$ cat src/rtl/core/text_stream_line_formatter_assert.svh
// Assertion macros for the text stream line formatter.
// Used by tslf_back under rtl/core; expects clk and rst_n in scope.
`ifndef TEXT_STREAM_LINE_FORMATTER_ASSERT_SVH
`define TEXT_STREAM_LINE_FORMATTER_ASSERT_SVH

// Checked property, switched off while reset is held
`define TSLF_ASSERT(label, prop, msg) \
    label: assert property (@(posedge clk) disable iff (!rst_n) prop) else $error(msg);

// Checked property, also active during reset
`define TSLF_ASSERT_ALWAYS(label, prop, msg) \
    label: assert property (@(posedge clk) prop) else $error(msg);

`endif

$ cat src/rtl/core/tslf_pkg.sv
// Shared types, constants and character codes for the text stream line formatter.
// No dependencies; imported by every module under rtl/core.
package tslf_pkg;

    // Line counter: BCD digits and the narrowest printed column count
    localparam int NUMBER_DIGITS = 8;
    localparam int NUM_MIN_COLS  = 6;
    localparam int DIG_IDX_W     = $clog2(NUMBER_DIGITS);
    localparam int SIG_W         = $clog2(NUMBER_DIGITS + 1);

    // Longest run: number, tab, then up to four bytes for the character
    localparam int BODY_MAX = 4;
    localparam int RUN_MAX  = NUMBER_DIGITS + 1 + BODY_MAX;
    localparam int RUN_W    = $clog2(RUN_MAX + 1);

    // Queue between front and back
    localparam int Q_DEPTH = 2;
    localparam int Q_PTR_W = (Q_DEPTH > 1) ? $clog2(Q_DEPTH) : 1;
    localparam int Q_CNT_W = $clog2(Q_DEPTH + 1);

    // Configuration port
    localparam int CFG_IDX_W = 3;

    typedef enum logic [CFG_IDX_W-1:0] {
        REG_NUM_NONBLANK  = 3'd0,
        REG_NUM_ALL       = 3'd1,
        REG_SHOW_NONPRINT = 3'd2,
        REG_TAB_MARK      = 3'd3,
        REG_END_MARK      = 3'd4,
        REG_SQUEEZE       = 3'd5
    } tslf_reg_idx_t;

    // Character codes
    localparam logic [7:0] CH_TAB    = 8'h09;
    localparam logic [7:0] CH_NL     = 8'h0A;
    localparam logic [7:0] CH_SPACE  = 8'h20;
    localparam logic [7:0] CH_DOLLAR = 8'h24;
    localparam logic [7:0] CH_DASH   = 8'h2D;
    localparam logic [7:0] CH_ZERO   = 8'h30;
    localparam logic [7:0] CH_QMARK  = 8'h3F;
    localparam logic [7:0] CH_I      = 8'h49;
    localparam logic [7:0] CH_M      = 8'h4D;
    localparam logic [7:0] CH_CARET  = 8'h5E;
    localparam logic [7:0] CH_DEL    = 8'h7F;
    localparam logic [7:0] CH_CTRL_MAX = 8'h1F;
    localparam logic [7:0] CH_HI_CTRL_MIN = 8'h80;
    localparam logic [7:0] CH_HI_CTRL_MAX = 8'h9F;
    localparam logic [7:0] CH_HI_DEL   = 8'hFF;
    localparam logic [7:0] CH_CTRL_OFS = 8'h40;

    typedef struct packed {
        logic nonblank_num;
        logic every_num;
        logic show_nonprint;
        logic tab_mark;
        logic end_mark;
        logic blank_squeeze;
    } tslf_cfg_t;

    typedef logic [NUMBER_DIGITS-1:0][3:0] tslf_bcd_t;

    // One queued request: counter snapshot plus the rendered character bytes
    typedef struct packed {
        tslf_bcd_t                   digits;
        logic [SIG_W-1:0]            sig;
        logic [RUN_W-1:0]            pre_len;
        logic [RUN_W-1:0]            run_len;
        logic [BODY_MAX-1:0][7:0]    body;
    } tslf_entry_t;

    typedef struct packed {
        logic empty;
        logic full;
    } tslf_qstat_t;

endpackage

$ cat src/rtl/core/tslf_front.sv
// Front part: accepts input bytes, keeps line state, renders character bytes.
// Depends on tslf_pkg; pushes one request per non-dropped byte into tslf_queue.
module tslf_front (
    input  logic                  clk,
    input  logic                  rst_n,
    input  logic                  in_valid,
    output logic                  in_stall,
    input  logic [7:0]            in_byte,
    input  tslf_pkg::tslf_cfg_t   cfg,
    input  tslf_pkg::tslf_qstat_t q_st,
    output logic                  push,
    output tslf_pkg::tslf_entry_t push_entry
);
    import tslf_pkg::*;

    tslf_bcd_t   counter_reg, counter_next;
    logic        at_start_reg, at_start_next;
    logic [1:0]  blank_reg, blank_next;

    logic                 accept, is_nl, sq_hit, drop, num_en, full_cnt;
    logic [1:0]           blank_inc;
    logic [SIG_W-1:0]     sig;
    logic [RUN_W-1:0]     pre_len;
    logic [BODY_MAX-1:0][7:0] body;
    logic [RUN_W-1:0]     body_len;
    tslf_bcd_t            counter_inc;

    // Accept while the queue has room
    assign in_stall = q_st.full;
    assign accept   = in_valid && !q_st.full;
    assign is_nl    = (in_byte == CH_NL);

    // Squeeze: second and later empty lines of a run are dropped
    assign sq_hit    = cfg.blank_squeeze && at_start_reg && is_nl;
    assign blank_inc = (blank_reg < 2'd2) ? blank_reg + 2'd1 : blank_reg;
    assign drop      = sq_hit && (blank_inc > 2'd1);

    // Numbering: nonblank mode overrides number-all
    assign num_en = at_start_reg &&
                    (cfg.nonblank_num ? !is_nl : cfg.every_num);

    // Saturating BCD increment, carry ripples through digits of nine
    always_comb
    begin
        logic carry;
        carry       = 1'b1;
        full_cnt    = 1'b1;
        counter_inc = counter_reg;
        for (int i = 0; i < NUMBER_DIGITS; i++)
        begin
            if (counter_reg[i] != 4'd9)
            begin
                full_cnt = 1'b0;
            end
            if (carry)
            begin
                counter_inc[i] = (counter_reg[i] == 4'd9) ? 4'd0 : counter_reg[i] + 4'd1;
            end
            carry = carry && (counter_reg[i] == 4'd9);
        end
        if (full_cnt)
        begin
            counter_inc = counter_reg;
        end
    end

    // Significant digit count, at least one
    always_comb
    begin
        sig = SIG_W'(1);
        for (int i = 0; i < NUMBER_DIGITS; i++)
        begin
            if (counter_reg[i] != 4'd0)
            begin
                sig = SIG_W'(i + 1);
            end
        end
    end

    // Prefix length: number columns plus the tab
    always_comb
    begin
        if (!num_en)
        begin
            pre_len = '0;
        end
        else if (RUN_W'(sig) < RUN_W'(NUM_MIN_COLS))
        begin
            pre_len = RUN_W'(NUM_MIN_COLS + 1);
        end
        else
        begin
            pre_len = RUN_W'(sig) + RUN_W'(1);
        end
    end

    // Character rendering: ^I, $, caret and M- notation
    always_comb
    begin
        body     = '0;
        body_len = RUN_W'(1);
        body[0]  = in_byte;
        if (cfg.tab_mark && (in_byte == CH_TAB))
        begin
            body[0]  = CH_CARET;
            body[1]  = CH_I;
            body_len = RUN_W'(2);
        end
        else if (cfg.show_nonprint && !is_nl && (in_byte != CH_TAB))
        begin
            if (in_byte == CH_DEL)
            begin
                body[0]  = CH_CARET;
                body[1]  = CH_QMARK;
                body_len = RUN_W'(2);
            end
            else if (in_byte <= CH_CTRL_MAX)
            begin
                body[0]  = CH_CARET;
                body[1]  = in_byte + CH_CTRL_OFS;
                body_len = RUN_W'(2);
            end
            else if ((in_byte >= CH_HI_CTRL_MIN) && (in_byte <= CH_HI_CTRL_MAX))
            begin
                body[0]  = CH_M;
                body[1]  = CH_DASH;
                body[2]  = CH_CARET;
                body[3]  = in_byte - CH_CTRL_OFS;
                body_len = RUN_W'(4);
            end
            else if (in_byte == CH_HI_DEL)
            begin
                body[0]  = CH_M;
                body[1]  = CH_DASH;
                body[2]  = CH_CARET;
                body[3]  = CH_QMARK;
                body_len = RUN_W'(4);
            end
            else if (in_byte > CH_HI_CTRL_MAX)
            begin
                body[0]  = CH_M;
                body[1]  = CH_DASH;
                body[2]  = {1'b0, in_byte[6:0]};
                body_len = RUN_W'(3);
            end
        end
        else if (cfg.end_mark && is_nl)
        begin
            body[0]  = CH_DOLLAR;
            body[1]  = CH_NL;
            body_len = RUN_W'(2);
        end
    end

    // Request towards the back part
    assign push               = accept && !drop;
    assign push_entry.digits  = counter_reg;
    assign push_entry.sig     = sig;
    assign push_entry.pre_len = pre_len;
    assign push_entry.run_len = pre_len + body_len;
    assign push_entry.body    = body;

    // Line state update
    always_comb
    begin
        counter_next  = counter_reg;
        at_start_next = at_start_reg;
        blank_next    = blank_reg;
        if (accept)
        begin
            if (sq_hit)
            begin
                blank_next = blank_inc;
            end
            if (!drop)
            begin
                if (num_en)
                begin
                    counter_next = counter_inc;
                end
                at_start_next = is_nl;
                if (!is_nl)
                begin
                    blank_next = 2'd0;
                end
            end
        end
    end

    always_ff @(posedge clk or negedge rst_n)
    begin
        if (!rst_n)
        begin
            counter_reg  <= tslf_bcd_t'(1);
            at_start_reg <= 1'b1;
            blank_reg    <= 2'd0;
        end
        else
        begin
            counter_reg  <= counter_next;
            at_start_reg <= at_start_next;
            blank_reg    <= blank_next;
        end
    end

endmodule

$ cat src/rtl/core/tslf_queue.sv
// Short request queue between the front and back parts.
// Depends on tslf_pkg for the entry type and depth.
module tslf_queue (
    input  logic                  clk,
    input  logic                  rst_n,
    input  logic                  push,
    input  tslf_pkg::tslf_entry_t push_entry,
    input  logic                  pop,
    output tslf_pkg::tslf_entry_t head,
    output tslf_pkg::tslf_qstat_t q_st
);
    import tslf_pkg::*;

    tslf_entry_t          entry_reg [Q_DEPTH];
    logic [Q_PTR_W-1:0]   wr_ptr_reg, wr_ptr_next;
    logic [Q_PTR_W-1:0]   rd_ptr_reg, rd_ptr_next;
    logic [Q_CNT_W-1:0]   count_reg, count_next;

    assign q_st.empty = (count_reg == '0);
    assign q_st.full  = (count_reg == Q_CNT_W'(Q_DEPTH));
    assign head       = entry_reg[rd_ptr_reg];

    // Pointer and fill count update
    always_comb
    begin
        wr_ptr_next = wr_ptr_reg;
        rd_ptr_next = rd_ptr_reg;
        count_next  = count_reg;
        if (push)
        begin
            wr_ptr_next = (wr_ptr_reg == Q_PTR_W'(Q_DEPTH - 1)) ? '0 : wr_ptr_reg + 1'b1;
        end
        if (pop)
        begin
            rd_ptr_next = (rd_ptr_reg == Q_PTR_W'(Q_DEPTH - 1)) ? '0 : rd_ptr_reg + 1'b1;
        end
        if (push && !pop)
        begin
            count_next = count_reg + Q_CNT_W'(1);
        end
        else if (pop && !push)
        begin
            count_next = count_reg - Q_CNT_W'(1);
        end
    end

    always_ff @(posedge clk or negedge rst_n)
    begin
        if (!rst_n)
        begin
            wr_ptr_reg <= '0;
            rd_ptr_reg <= '0;
            count_reg  <= '0;
        end
        else
        begin
            wr_ptr_reg <= wr_ptr_next;
            rd_ptr_reg <= rd_ptr_next;
            count_reg  <= count_next;
        end
    end

    // Entry storage, no reset
    always_ff @(posedge clk)
    begin
        if (push)
        begin
            entry_reg[wr_ptr_reg] <= push_entry;
        end
    end

endmodule

$ cat src/rtl/core/tslf_back.sv
// Back part: walks the head request byte by byte into the output register.
// Depends on tslf_pkg and text_stream_line_formatter_assert.svh; reads tslf_queue.
module tslf_back (
    input  logic                  clk,
    input  logic                  rst_n,
    input  tslf_pkg::tslf_entry_t head,
    input  tslf_pkg::tslf_qstat_t q_st,
    output logic                  pop,
    output logic                  out_valid,
    input  logic                  out_stall,
    output logic [7:0]            out_byte,
    output logic                  last_of_run
);
    import tslf_pkg::*;

`include "text_stream_line_formatter_assert.svh"

    logic [RUN_W-1:0]     idx_reg, idx_next;
    logic                 out_valid_reg, out_valid_next;
    logic [7:0]           out_byte_reg;
    logic                 last_reg;

    logic                 advance, fire, is_last;
    logic [RUN_W-1:0]     num_w, k_full, body_pos;
    logic [DIG_IDX_W-1:0] k;
    logic [7:0]           byte_sel;

    // Output register frees up when empty or taken
    assign advance = !out_valid_reg || !out_stall;
    assign fire    = advance && !q_st.empty;
    assign is_last = (idx_reg == head.run_len - RUN_W'(1));
    assign pop     = fire && is_last;

    // Byte at the current run position: number column, tab, or character byte
    assign num_w    = head.pre_len - RUN_W'(1);
    assign k_full   = num_w - RUN_W'(1) - idx_reg;
    assign k        = k_full[DIG_IDX_W-1:0];
    assign body_pos = idx_reg - head.pre_len;

    always_comb
    begin
        if ((head.pre_len != '0) && (idx_reg < num_w))
        begin
            if (k_full < RUN_W'(head.sig))
            begin
                byte_sel = CH_ZERO | {4'h0, head.digits[k]};
            end
            else
            begin
                byte_sel = CH_SPACE;
            end
        end
        else if (idx_reg == num_w && head.pre_len != '0)
        begin
            byte_sel = CH_TAB;
        end
        else
        begin
            byte_sel = head.body[body_pos[1:0]];
        end
    end

    // Position and output valid update
    always_comb
    begin
        idx_next       = idx_reg;
        out_valid_next = out_valid_reg;
        if (advance)
        begin
            out_valid_next = fire;
        end
        if (fire)
        begin
            idx_next = is_last ? '0 : idx_reg + RUN_W'(1);
        end
    end

    always_ff @(posedge clk or negedge rst_n)
    begin
        if (!rst_n)
        begin
            idx_reg       <= '0;
            out_valid_reg <= 1'b0;
        end
        else
        begin
            idx_reg       <= idx_next;
            out_valid_reg <= out_valid_next;
        end
    end

    // Output payload, no reset
    always_ff @(posedge clk)
    begin
        if (fire)
        begin
            out_byte_reg <= byte_sel;
            last_reg     <= is_last;
        end
    end

    assign out_valid   = out_valid_reg;
    assign out_byte    = out_byte_reg;
    assign last_of_run = last_reg;

    // Checks
    `TSLF_ASSERT(a_idx_in_run, !q_st.empty |-> (idx_reg < head.run_len), "run overrun")
    `TSLF_ASSERT(a_run_shape, !q_st.empty |-> (head.pre_len < head.run_len), "no character byte")
    `TSLF_ASSERT(a_hold_on_stall, (out_valid_reg && out_stall) |=> $stable(idx_reg), "stall lost")
    `TSLF_ASSERT_ALWAYS(a_idle_pos, (q_st.empty && !fire) |-> (idx_reg == '0), "idle mid-run")

endmodule

$ cat src/rtl/core/text_stream_line_formatter.sv
// Top level of the text stream line formatter: config registers, front, queue, back.
// Depends on tslf_pkg, tslf_front, tslf_queue and tslf_back.
//
//   channel | handshake            | payload
//   --------+----------------------+--------------------------------
//   in      | in_valid / in_stall  | in_byte
//   out     | out_valid / out_stall| out_byte, last_of_run
//   cfg     | cfg_valid / cfg_ready| cfg_index, cfg_data
//
// One output byte per cycle while out_stall is low and a request is queued; an input
// byte gives 1 to 13 output bytes (up to eight digits and a tab, then up to four
// character bytes), sent via the single byte-wide output register in the back part.
// A dropped empty line is accepted without any output byte. Input stalls only when the
// two-entry request queue is full; the queue and the output register let either side
// stall on its own. Reset: counter 1, config 0.
module text_stream_line_formatter (
    input  logic                            clk,
    input  logic                            rst_n,
    input  logic                            in_valid,
    output logic                            in_stall,
    input  logic [7:0]                      in_byte,
    output logic                            out_valid,
    input  logic                            out_stall,
    output logic [7:0]                      out_byte,
    output logic                            last_of_run,
    input  logic                            cfg_valid,
    output logic                            cfg_ready,
    input  logic [tslf_pkg::CFG_IDX_W-1:0]  cfg_index,
    input  logic                            cfg_data
);
    import tslf_pkg::*;

    tslf_cfg_t   cfg_reg, cfg_next;
    logic        push, pop;
    tslf_entry_t push_entry, head;
    tslf_qstat_t q_st;

    assign cfg_ready = 1'b1;

    // Configuration register writes; unknown indexes ignored
    always_comb
    begin
        cfg_next = cfg_reg;
        if (cfg_valid)
        begin
            case (tslf_reg_idx_t'(cfg_index))
                REG_NUM_NONBLANK:  cfg_next.nonblank_num  = cfg_data;
                REG_NUM_ALL:       cfg_next.every_num     = cfg_data;
                REG_SHOW_NONPRINT: cfg_next.show_nonprint = cfg_data;
                REG_TAB_MARK:      cfg_next.tab_mark      = cfg_data;
                REG_END_MARK:      cfg_next.end_mark      = cfg_data;
                REG_SQUEEZE:       cfg_next.blank_squeeze = cfg_data;
                default:           cfg_next = cfg_reg;
            endcase
        end
    end

    always_ff @(posedge clk or negedge rst_n)
    begin
        if (!rst_n)
        begin
            cfg_reg <= '0;
        end
        else
        begin
            cfg_reg <= cfg_next;
        end
    end

    tslf_front u_front (
        .clk        (clk),
        .rst_n      (rst_n),
        .in_valid   (in_valid),
        .in_stall   (in_stall),
        .in_byte    (in_byte),
        .cfg        (cfg_reg),
        .q_st       (q_st),
        .push       (push),
        .push_entry (push_entry)
    );

    tslf_queue u_queue (
        .clk        (clk),
        .rst_n      (rst_n),
        .push       (push),
        .push_entry (push_entry),
        .pop        (pop),
        .head       (head),
        .q_st       (q_st)
    );

    tslf_back u_back (
        .clk         (clk),
        .rst_n       (rst_n),
        .head        (head),
        .q_st        (q_st),
        .pop         (pop),
        .out_valid   (out_valid),
        .out_stall   (out_stall),
        .out_byte    (out_byte),
        .last_of_run (last_of_run)
    );

endmodule

$ cat config.mk
export PLATFORM = sky130hd
export DESIGN_NAME = text_stream_line_formatter
export DESIGN_NICKNAME = d
export VERILOG_FILES = /design/src/rtl/core/tslf_pkg.sv /design/src/rtl/core/tslf_front.sv /design/src/rtl/core/tslf_queue.sv /design/src/rtl/core/tslf_back.sv /design/src/rtl/core/text_stream_line_formatter.sv
export VERILOG_INCLUDE_DIRS = /design/src /design/src/rtl/core
export SDC_FILE = /design/constraint.sdc
export NUM_CORES = 1
export LEC_CHECK = 0
export BUFFER_PORTS_ARGS = -buffer_cell sky130_fd_sc_hd__buf_4
export CORE_ASPECT_RATIO = 0.8
export CORE_MARGIN = 3
export CORE_UTILIZATION = 30
export DETAILED_ROUTE_END_ITERATION = 10
export SLEW_MARGIN = 25
export SYNTH_ARGS = -nofsm -noshare
export SYNTH_HDL_FRONTEND = slang
export SYNTH_SLANG_ARGS = --single-unit
$ cat constraint.sdc
create_clock -name clk -period 10.8 [get_ports clk]
set_input_delay 2.16 -clock clk [delete_from_list [all_inputs] [get_ports clk]]
set_output_delay 2.16 -clock clk [all_outputs]
set_load 0.01 [all_outputs]
==> impl_metrics.yaml <==
detailed_routing:
  wirelength_um: 21600
  avgRoutedWirePerCell_um: 18.4
  vias: 5902
  drtAntennaViolNets: 0
  first_iter_violations: 496
  via_per_inst: 5.03
  dr.pass1.iters: 5
  drc: 0
run_status:
  status: "finished, final reports clean"
grt:
  antenna_found_initial: 0
  grt_pass1_wl_um: 33800
  grt_max_degree: 76
  grt-busiest-layer: "met1"
  grtUsageTotal_pct: 12.1
  use_met3_pct: 2.64
  grt.overflow.total: 0
  grt_use_met1_pct: 19.1
  grt_pass1_vias: 5723
  use_met2_pct: 17.1
clock_network:
  clk_path_buf_depth: 3
  ctsHoldBuffers: 0
  post_cts_buffers: 0
  clk_latency_ns: 0.50
  cts_tree: "done"
  cts.sinks: 209
  numCtsBuffers: 22
  cts_htree_levels: 1
  cts-resized-gates: 0
  clockRootBuffer: "clkbuf_16"
  clk_pin_slew_ns: 0.07
floorplanning:
  floorplan.die.height_um: 169
  core-area_sq_mm: 0.0326
  initial_core_util_pct: 30.6
  ios: 29
  dieArea_sq_mm: 0.0355
  die_w_um: 210
  rows: 59
yosys:
  ys_seq_elements: 209
  syn-num-nets: 745
  synthCells: 701
  synthesis.area_sq_mm: 0.00998
  synth_warnings: 0
  ys.flop_type: "edfxtp_1"
  ys_types: 83
  avgSynthCellArea_sq_um: 14.2
  ys_async_sr_fraction_pct: 23.9
  synth-edff-count: 159
  ys_seq_area_share_pct: 60.4
final_layout:
  largest_reg_flops: 150
  layout.cells.most_common: "edfxtp_1"
  layout-drive-gt1-share_pct: 17.9
  fin_area_sq_mm: 0.0114
  area_delta_synth_final_pct: 13.8
  diodes: 0
  layout_common_cells: "159 x edfxtp_1, 47 x dfrtp_1, 36 x nor2_1"
  final_net_count: 775
timing:
  finalCritPeriodShare_pct: 41.9
  slew_viol_final: 0
  timing.final.crit_period_ns: 4.53
  setup_viol: 0
  tns_ns: 0
  skew_ns: 0.0175
  worstMarginPinSlew_ns: 0.912
  hold_violations: 0
  fmax_mhz: 221
  rsz0062_at_grt: "false"
  relSlewSlack_pct: 38.8
hold_path:
  hold_path.startpoint: "u_front.blank_reg[1]"
  hold_depth: 2
  hold_class: "reg2reg"
  hold_end: "u_front.blank_reg[1]"
setup_path:
  crit_required_ns: 11.14
  cp_max_fo: 28
  start_kind: "flop"
  r2r_slack_ns: 6.27
  r2r-start: "u_queue.rd_ptr_reg"
  rr_worst_depth: 10
  path_class: "reg2reg"
  r2r_end: "u_back.out_byte[1]"
  end_kind: "flop"
  cp.arrival_ns: 4.87
run:
  cap_violations: 0
place:
  io_buffers: 27
  gp_congestion: 0.847
  dpl.hpwl_um: 15100
  place_area_sq_mm: 0.0106
power_and_ir_drop:
  power.density_mw_per_mm2: 271
  cellLeakagePower_nw: 4.11
  ir_worst_vdd_mv: 0.138
-- cells in the mapped netlist, types with 3 or more instances --
| cell type | count | area (sq um) |
|---|---|---|
| a21oi_1 | 17 | 85.1 |
| nor4_1 | 7 | 43.8 |
| nor4bb_1 | 4 | 40.0 |
| mux4_2 | 29 | 653 |
| nor3_1 | 13 | 65.1 |
| nor3b_1 | 7 | 52.6 |
| mux2_2 | 15 | 169 |
| and2_1 | 5 | 31.3 |
| a211o_1 | 4 | 35.0 |
| o2111ai_1 | 4 | 35.0 |
| nand2_1 | 31 | 116 |
| and4bb_2 | 6 | 75.1 |
| nand4_1 | 12 | 75.1 |
| mux2i_1 | 26 | 260 |
| nor4b_1 | 3 | 26.3 |
| xor2_1 | 12 | 105 |
| buf_2 | 11 | 55.1 |
| clkbuf_1 | 6 | 22.5 |
| nand3b_1 | 5 | 37.5 |
| nand3_1 | 23 | 115 |
| o21a_1 | 14 | 105 |
| nand2b_1 | 3 | 18.8 |
| a21o_1 | 7 | 52.6 |
| o21ai_0 | 25 | 125 |
| and3_1 | 3 | 18.8 |
| ha_1 | 25 | 313 |
| inv_1 | 26 | 97.6 |
| or4_1 | 5 | 37.5 |
| o22ai_1 | 3 | 18.8 |
| nor2b_1 | 17 | 106 |
| xnor2_1 | 23 | 201 |
| dfrtp_1 | 48 | 1200 |
| buf_1 | 3 | 11.3 |
| nor2_1 | 36 | 135 |
| or3_1 | 3 | 18.8 |
| edfxtp_1 | 159 | 4770 |
-- layout make-up --
cell class | instances | area, sq um
Sequential cell | 209 | 6030
Multi-Input combinational cell | 441 | 3730
Fill cell | 3139 | 21300
Timing Repair Buffer | 31 | 256
Tap cell | 427 | 534
Inverter | 26 | 97.6
Clock inverter | 8 | 68.8
Clock buffer | 32 | 639
-- logic make-up after synthesis --
kind of cell | after synthesis | synth area share, %
flops | 209 | 60.4
xor+xnor | 36 | 3.35
simple gates | 202 | 12.1
compound gates | 103 | 7.09
other cells | 1 | 0.0376
fa+ha+maj | 27 | 3.53
mux | 72 | 11.2
buf+inv | 51 | 2.29
-- how the worst max path moves through the flow --
stage,from,to,cells past startpoint
global route,u_queue.rd_ptr_reg,u_back.out_byte[1],10
finish,u_queue.rd_ptr_reg,u_back.out_byte[1],10
detailed placement,in_byte[7],u_queue.entry_reg[0][35],10
floorplan,in_byte[7],u_queue.entry_reg[0][0],7
global placement,in_byte[6],u_queue.entry_reg[0][75],9
CTS,u_queue.rd_ptr_reg,u_back.out_byte[1],10
-- metal layers --
metal | wire [um] | vias to the layer above
li1 | - | 2779
met5 | 0 | -
met1 | 11000 | 2966
met2 | 9120 | 136
met3 | 1170 | 21
met4 | 324 | 0
-- power by group --
part / internal [mW] / total [mW] / switching (mW)
combinational: 0.526 / 1.18 / 0.652
sequential: 1.08 / 1.17 / 0.0877
clock: 0.435 / 0.732 / 0.297
total: 2.04 / 3.08 / 1.04
-- stage by stage --
stage	hold WS [ns]	power, mW	util, %	instances	worst slack [ns]
floorplan	0.437	2.03	-	701	3.82
global placement	0.468	2.37	32.6	1133	6.07
detailed placement	0.480	2.37	32.6	1133	6.03
CTS	0.498	3.11	34.7	1173	6.20
global route	0.533	3.27	34.8	1174	5.95
finish	0.500	3.08	34.8	1174	6.27
-- worst max-delay path, cell delays in order, from the launching register on --
cell and delay [ns]:
dfrtp_2 0.81, buf_4 0.55, mux2i_1 0.50, ha_1 0.25, inv_1 0.08, fa_1 0.97
ha_1 0.35, o21ai_0 0.17, o21bai_1 0.10, a211o_1 0.38, o22ai_1 0.20
Note: power is estimated with default switching activity, not from simulation.
